File: config.mk
export PLATFORM = sky130hd
export DESIGN_NAME = fbd_rmw
export DESIGN_NICKNAME = d
export VERILOG_FILES = /design/src/rtl/core/assert_macros.svh /design/src/rtl/core/fbd_pkg.sv /design/src/rtl/core/fbd_rmw.sv
export SDC_FILE = /design/constraint.sdc
export NUM_CORES = 1
export LEC_CHECK = 0
export BUFFER_PORTS_ARGS = -buffer_cell sky130_fd_sc_hd__buf_2
export CAP_MARGIN = 20
export CORE_AREA = 2 2 39 41
export DETAILED_ROUTE_END_ITERATION = 10
export DIE_AREA = 0 0 41 43
export PLACE_DENSITY = 0.94
export SYNTH_ARGS = -nofsm -noshare
export SYNTH_HDL_FRONTEND = slang
export SYNTH_SLANG_ARGS = --single-unit
export TNS_END_PERCENT = 100
File: constraint.sdc
create_clock -name vclk -period 6.9
set_clock_uncertainty 0.1 [all_clocks]
set_input_delay 1.725 -clock vclk [all_inputs]
set_output_delay 1.725 -clock vclk [all_outputs]
set_load 0.03 [all_outputs]
File: src/rtl/core/assert_macros.svh
// Assertion macros shared by the framebuffer draw core RTL.
`ifndef ASSERT_MACROS_SVH
`define ASSERT_MACROS_SVH

// Check a property on every clock edge outside reset.
`define FBD_ASSERT(lbl, prop, msg) \
  lbl: assert property (@(posedge clk_i) disable iff (!rst_ni) (prop)) else $error(msg);

// Check a property on every clock edge, reset included.
`define FBD_ASSERT_ALWAYS(lbl, prop, msg) \
  lbl: assert property (@(posedge clk_i) (prop)) else $error(msg);

`endif

File: src/rtl/core/fbd_pkg.sv
// Types, codes and constants of the page framebuffer draw core.
`timescale 1ns / 1ps

package fbd_pkg;

  // Default geometry of the store
  localparam int unsigned MaxColumnsDef = 128;
  localparam int unsigned MaxRowsDef    = 64;

  // Rows held in one byte of a page
  localparam int unsigned PageRows = 8;

  // Stream payload widths
  localparam int unsigned InTdataW  = 48;
  localparam int unsigned OutTdataW = 16;

  // Configuration port
  localparam int unsigned CfgIdxW  = 1;
  localparam int unsigned CfgDataW = 8;

  // Configuration register indexes
  localparam logic [CfgIdxW-1:0] CfgDisplayWidth  = 1'b0;
  localparam logic [CfgIdxW-1:0] CfgDisplayHeight = 1'b1;

  // Request codes
  typedef enum logic [2:0] {
    REQ_PIXEL  = 3'd0,
    REQ_TOGGLE = 3'd1,
    REQ_FILL   = 3'd2,
    REQ_LINE   = 3'd3,
    REQ_CLEAR  = 3'd4,
    REQ_READ   = 3'd5
  } req_e;

  // Byte update modes
  typedef enum logic [1:0] {
    MODE_CLR = 2'd0,
    MODE_SET = 2'd1,
    MODE_TOG = 2'd2
  } mode_e;

  // Sequencer states
  typedef enum logic [2:0] {
    ST_CLEAR,
    ST_IDLE,
    ST_SETUP,
    ST_READ,
    ST_WRITE,
    ST_FETCH,
    ST_FINISH
  } state_e;

  // Control handed to the byte update unit
  typedef struct packed {
    mode_e      mode;
    logic [2:0] lo_bit;  // first row bit touched in the byte
    logic [3:0] hi_bit;  // one past the last row bit touched
  } rmw_ctl_t;

endpackage

File: src/rtl/core/fbd_rmw.sv
// Byte read-modify-write unit: builds the row mask and applies set, clear or toggle.
`timescale 1ns / 1ps

module fbd_rmw (
  input  fbd_pkg::rmw_ctl_t ctl_i,
  input  logic [7:0]        old_i,
  output logic [7:0]        new_o,
  output logic [7:0]        mask_o
);

  logic [7:0] mask;

  // Mark the rows of this byte inside [lo_bit, hi_bit)
  always_comb begin
    for (int b = 0; b < 8; b++) begin
      mask[b] = (4'(b) >= {1'b0, ctl_i.lo_bit}) && (4'(b) < ctl_i.hi_bit);
    end
  end

  // Apply the update mode
  always_comb begin
    unique case (ctl_i.mode)
      fbd_pkg::MODE_SET: new_o = old_i | mask;
      fbd_pkg::MODE_TOG: new_o = old_i ^ mask;
      fbd_pkg::MODE_CLR: new_o = old_i & ~mask;
      default:           new_o = old_i;
    endcase
  end

  assign mask_o = mask;

endmodule

==> reports/results.ini, run 1 <==
[floorplanning]
floorplan.rows = 14
dieArea_sq_um = 1760
io_pins = 33
die-height_um = 43
chipWidth_um = 41
core_area_sq_um = 1380
initial_utilization = 0.452

[drt]
wirelength_um = 1210
drt_pre_antenna_iters = 4
detail_route.drc_violations = 0
vias_per_cell = 5.30
drtIter0Drc = 4
number_of_nets_still_failing_antenna_checks_after_routing = 0
dr_total_vias = 599
routedWlPerCell_um = 10.7

[final_layout]
final-seq-area_sq_um = 0
final_non_filler_cells = 113
clkbuf_count = 0
finish.net_count = 132
area_growth_pct = 23.6
layout-drive-gt1-share = 0.464
multi_input_area_sq_um = 524
num_antenna_cells = 0
numSequentialCells = 0
final.fill_count = 129

[sta]
grt_setup_unrepaired = no
timing.final.crit_period_ns = 5.15
setup-tns-final_ns = 0
max_frequency_mhz = 194
fin_ws_ns = 1.75
finalHoldWorstSlack_ns = 3.67
slew_at_the_pin_with_the_worst_max_slew_slack_ns = 0.227
post_route_clock_period_utilization = 0.746
maxSlewHeadroom = 0.847
report.final.slew_viol_count = 0
finalSetupViolCount = 0
timing_hold_violations_final = 0

[synthesis]
seq_area_frac_synth = 0
average_cell_area_after_synthesis_sq_um = 9.07
synth.net_count = 102
yosys_warnings = 0
syn_inst = 69
ys_types = 21
post_synth_design_cell_area_sq_um = 626

[critical_path]
critical_path_fanout_max = 8
worst-setup-path-type = input pin to output pin
cp-end-kind = output pin
cp.arrival_ns = 3.32
worst-endpoint-required_ns = 5.08
critPathLaunchType = input pin

[run]
drv.max_cap_violation_count = 0

[place]
gp_routability_congestion = 0.684
dp_hpwl_um = 1060
placed_cells = 113
port_bufs = 33
placement_setup_slack_ns = 1.74

[grt]
grt_start_max_net_pins = 12
grtUsageTotal = 0.146
globalRouteOverflowTotal = 0
first_pass_grt_wire_length_um = 1880
grt_pass1_vias = 507
initial_antenna_violation_count = 0

[pwr]
worst_ir_drop_vdd_uv = 32.0
static-leakage-power_nw = 0.430
power-per-cell-area_nw_per_um2 = 83.3
total_power_mw = 0.0644

[worst_hold_path]
holdCritPathClass = input pin to output pin
worst_hold_path.endpoint = mask_o[7]
hold_start = ctl_i[3]
worstHoldPathCells = 2

[clock_network]
post_cts_resized = 0
postCtsSetupBuffers = 0
cts.hold.buffers_added = 0

[outcome]
status = complete, no violations

==> kinds of logic after synthesis <==
kind of cell / Yosys count / share of synthesized area
AND/OR/NAND/NOR: 9 / 0.0780
buffers and inverters: 22 / 0.162
AO/OA/AOI/OAI: 14 / 0.152
multiplexers: 8 / 0.288
adder cells (fa/ha/maj): 16 / 0.320
==> synth_stat cells <==
library cell,count,area share
sky130_fd_sc_hd__a21o_1,1,0.012
sky130_fd_sc_hd__mux4_2,8,0.29
sky130_fd_sc_hd__o21ai_0,2,0.016
sky130_fd_sc_hd__or2_2,1,0.010
sky130_fd_sc_hd__ha_1,16,0.32
sky130_fd_sc_hd__a21oi_1,2,0.016
sky130_fd_sc_hd__o21ai_1,1,0.0080
sky130_fd_sc_hd__or3_4,1,0.018
sky130_fd_sc_hd__buf_6,2,0.036
sky130_fd_sc_hd__a31o_2,1,0.014
sky130_fd_sc_hd__a221oi_1,1,0.014
sky130_fd_sc_hd__nor2_1,3,0.018
sky130_fd_sc_hd__a31oi_1,2,0.020
sky130_fd_sc_hd__nand2_1,2,0.012
sky130_fd_sc_hd__inv_1,17,0.10
sky130_fd_sc_hd__and2_2,1,0.012
sky130_fd_sc_hd__a221o_1,1,0.016
sky130_fd_sc_hd__o21a_1,3,0.036
sky130_fd_sc_hd__clkbuf_1,2,0.012
sky130_fd_sc_hd__buf_4,1,0.012
sky130_fd_sc_hd__nor3_1,1,0.0080
==> how the worst max path moves through the flow <==
| stage | cells after the start | to | slack [ns] | start |
|---|---|---|---|---|
| after floorplan | 4 | new_o[0] | 2.01 | ctl_i[3] |
| after global placement | 6 | new_o[0] | 1.77 | ctl_i[3] |
| after detailed placement | 6 | new_o[0] | 1.74 | ctl_i[3] |
| after CTS | 6 | new_o[0] | 1.74 | ctl_i[3] |
| after global routing | 6 | new_o[0] | 1.67 | ctl_i[3] |
| final | 6 | new_o[0] | 1.75 | ctl_i[3] |
==> placed cells by master (no fill, tap or decap), drive strengths merged, types with 2 or more instances in the layout <==
cell   count
a31oi      2
o21a       3
inv       17
buf       33
mux4       8
ha        16
a21oi      2
nor2       3
o21ai      3
nand2      2
==> metal layers <==
layer	wire length, um	vias up	GRT usage
met5	0	-	0
met4	0	0	0
met3	126	0	0.0157
met2	618	23	0.269
met1	468	280	0.182
li1	-	296	-
==> per-stage QoR <==
stage / instance area (sq um) / util
after global placement: 773 / 0.559
after global routing: 773 / 0.559
after detailed placement: 773 / 0.559
after CTS: 773 / 0.559
final: 773 / 0.559
after floorplan: 626 / -
==> report_power, final <==
part / leakage, nW / internal, mW / switching, mW
logic: 0.430 / 0.0258 / 0.0386
registers: 0 / 0 / 0
clock network: 0 / 0 / 0
==> critical path, cell delays in order <==
cell	delay, ns
sky130_fd_sc_hd__buf_2	0.14
sky130_fd_sc_hd__or3_4	0.40
sky130_fd_sc_hd__o21ai_1	0.18
sky130_fd_sc_hd__ha_1	0.25
sky130_fd_sc_hd__mux4_2	0.44
sky130_fd_sc_hd__buf_2	0.19
==> layout make-up <==
| type | instances | area share |
|---|---|---|
| timing repair buffer | 33 | 0.214 |
| tap | 16 | 0.0259 |
| inverter | 17 | 0.0825 |
| multi-input combinational | 47 | 0.678 |
Power figures use the tool's default switching activity.
==> inputs of run 2 (changes only) <==
--- a/config.mk
+++ b/config.mk
@@ -7,10 +7,10 @@
 export LEC_CHECK = 0
 export BUFFER_PORTS_ARGS = -buffer_cell sky130_fd_sc_hd__buf_2
 export CAP_MARGIN = 20
-export CORE_AREA = 2 2 39 41
+export CORE_MARGIN = 2
+export CORE_UTILIZATION = 48
 export DETAILED_ROUTE_END_ITERATION = 10
-export DIE_AREA = 0 0 41 43
-export PLACE_DENSITY = 0.94
+export PLACE_DENSITY = 0.95
 export SYNTH_ARGS = -nofsm -noshare
 export SYNTH_HDL_FRONTEND = slang
 export SYNTH_SLANG_ARGS = --single-unit
==> constraint.sdc (replaced) <==
create_clock -name vclk -period 5.3
set_clock_uncertainty 0.1 [all_clocks]
set_input_delay 1.325 -clock vclk [all_inputs]
set_output_delay 1.325 -clock vclk [all_outputs]
set_load 0.03 [all_outputs]
==> run 2 against run 1 <==
Final area decreased by 0.16%. Final cell count decreased by 0.88%. Power increased by 34%. Critical path type unchanged. Global-route usage increased by 4.2 points. Largest cell class unchanged. Core utilization increased by 5.8 points. First-iteration DRC count increased to 3.8 times the previous value. Routed wire length increased by 19%. Worst hold slack got worse by 0.79 ns. Die area decreased by 8.8%.
==> reports/results.ini, run 2 (same netlist as run 1, synthesis figures left out) <==
[run]
drv.max_cap_violation_count = 0

[pwr]
worst_ir_drop_vdd_uv = 44.5
total_power_mw = 0.0863
static-leakage-power_nw = 0.430
power-per-cell-area_nw_per_um2 = 112

[grt]
grt_start_max_net_pins = 12
grt_pass1_vias = 504
globalRouteOverflowTotal = 0
initial_antenna_violation_count = 0
first_pass_grt_wire_length_um = 2060
grtUsageTotal = 0.188

[critical_path]
worstPathCellList = buf_2, or3_4, o21ai_1, ha_1, mux4_2, buf_2
crit_slowest_cell = sky130_fd_sc_hd__mux4_2
worst_path_most_repeated_cell = sky130_fd_sc_hd__buf_2
worst-setup-path-type = input pin to output pin
cp.arrival_ns = 2.94
critical-path-top-delay-family = multiplexers
cp-end-kind = output pin
worst-endpoint-required_ns = 3.88
critPathLaunchType = input pin
cp_peak_stage_delay_ns = 0.44
cp_num_buf_inv = 2
critical_path_fanout_max = 8

[sta]
timing.final.crit_period_ns = 4.37
fin_ws_ns = 0.931
maxSlewHeadroom = 0.832
grt_setup_unrepaired = no
timing_hold_violations_final = 0
report.final.slew_viol_count = 0
setup-tns-final_ns = 0
max_frequency_mhz = 229
post_route_clock_period_utilization = 0.824
slew_at_the_pin_with_the_worst_max_slew_slack_ns = 0.250
finalSetupViolCount = 0

[place]
placed_cells = 112
placement_setup_slack_ns = 0.917
gp_routability_congestion = 0.668
port_bufs = 33
postPlaceCellArea_sq_um = 772
dp_hpwl_um = 1260

[drt]
number_of_nets_still_failing_antenna_checks_after_routing = 0
vias_per_cell = 5.46
dr_total_vias = 611
detail_route.drc_violations = 0
drtIter0Drc = 15
routedWlPerCell_um = 12.9
drt_pre_antenna_iters = 4
wirelength_um = 1440

[final_layout]
multi_input_area_sq_um = 524
most-common-layout-cells = 33 x sky130_fd_sc_hd__buf_2, 17 x sky130_fd_sc_hd__inv_1, 16 x sky130_fd_sc_hd__ha_1
num_antenna_cells = 0
final.fill_count = 111
area_growth_pct = 23.4
final_non_filler_cells = 112
layout.cell_area.non_filler_sq_um = 772
layout-drive-gt1-share = 0.464
finish.net_count = 132
final-seq-area_sq_um = 0
clkbuf_count = 0
most_common_cell_after_layout_fill_and_taps_aside = sky130_fd_sc_hd__buf_2
numSequentialCells = 0

[floorplanning]
floorplan.rows = 13
core_area_sq_um = 1250
die-height_um = 40.1
dieArea_sq_um = 1610
chipWidth_um = 40.1
initial_utilization = 0.500
io_pins = 33

[worst_hold_path]
holdCritPathClass = input pin to output pin

[clock_network]
postCtsSetupBuffers = 0
cts.hold.buffers_added = 0
post_cts_resized = 0

[outcome]
status = complete, no violations

[run 2: cell counts in the layout (fill, tap and decap cells not counted)]
No cell type changed its count.
[run 2: per-stage QoR]
step / hold slack (ns) / utilization
4_1_cts: 2.88 / 0.616
3_3_place_gp: 2.87 / 0.616
6_report: 2.88 / 0.616
2_1_floorplan: 2.68 / -
5_1_grt: 2.88 / 0.616
3_5_place_dp: 2.87 / 0.616
[run 2: power by group]
group / internal, mW / switching [mW] / total, mW
Clock: 0 / 0 / 0
Combinational: 0.0340 / 0.0523 / 0.0863
Sequential: 0 / 0 / 0
[run 2: final timing paths]
| kind | startpoint | endpoint | cells after the start | slack, ns |
|---|---|---|---|---|
| max | ctl_i[3] | new_o[0] | 6 | 0.93 |
| min | ctl_i[3] | mask_o[7] | 2 | 2.88 |
[run 2: per-layer routing]
layer | part of all wire | global-route usage | wire length (um) | vias up
met5 | 0 | 0 | 0 | -
li1 | - | - | - | 299
met3 | 0.087 | 0 | 125 | 0
met4 | 0 | 0 | 0 | 0
met2 | 0.52 | 0.391 | 757 | 33
met1 | 0.39 | 0.221 | 559 | 279
[run 2: final cells by class]
| cell class | count | area share |
|---|---|---|
| multi-input combinational | 47 | 0.679 |
| tap | 15 | 0.0243 |
| inverter | 17 | 0.0827 |
| timing repair buffer | 33 | 0.214 |
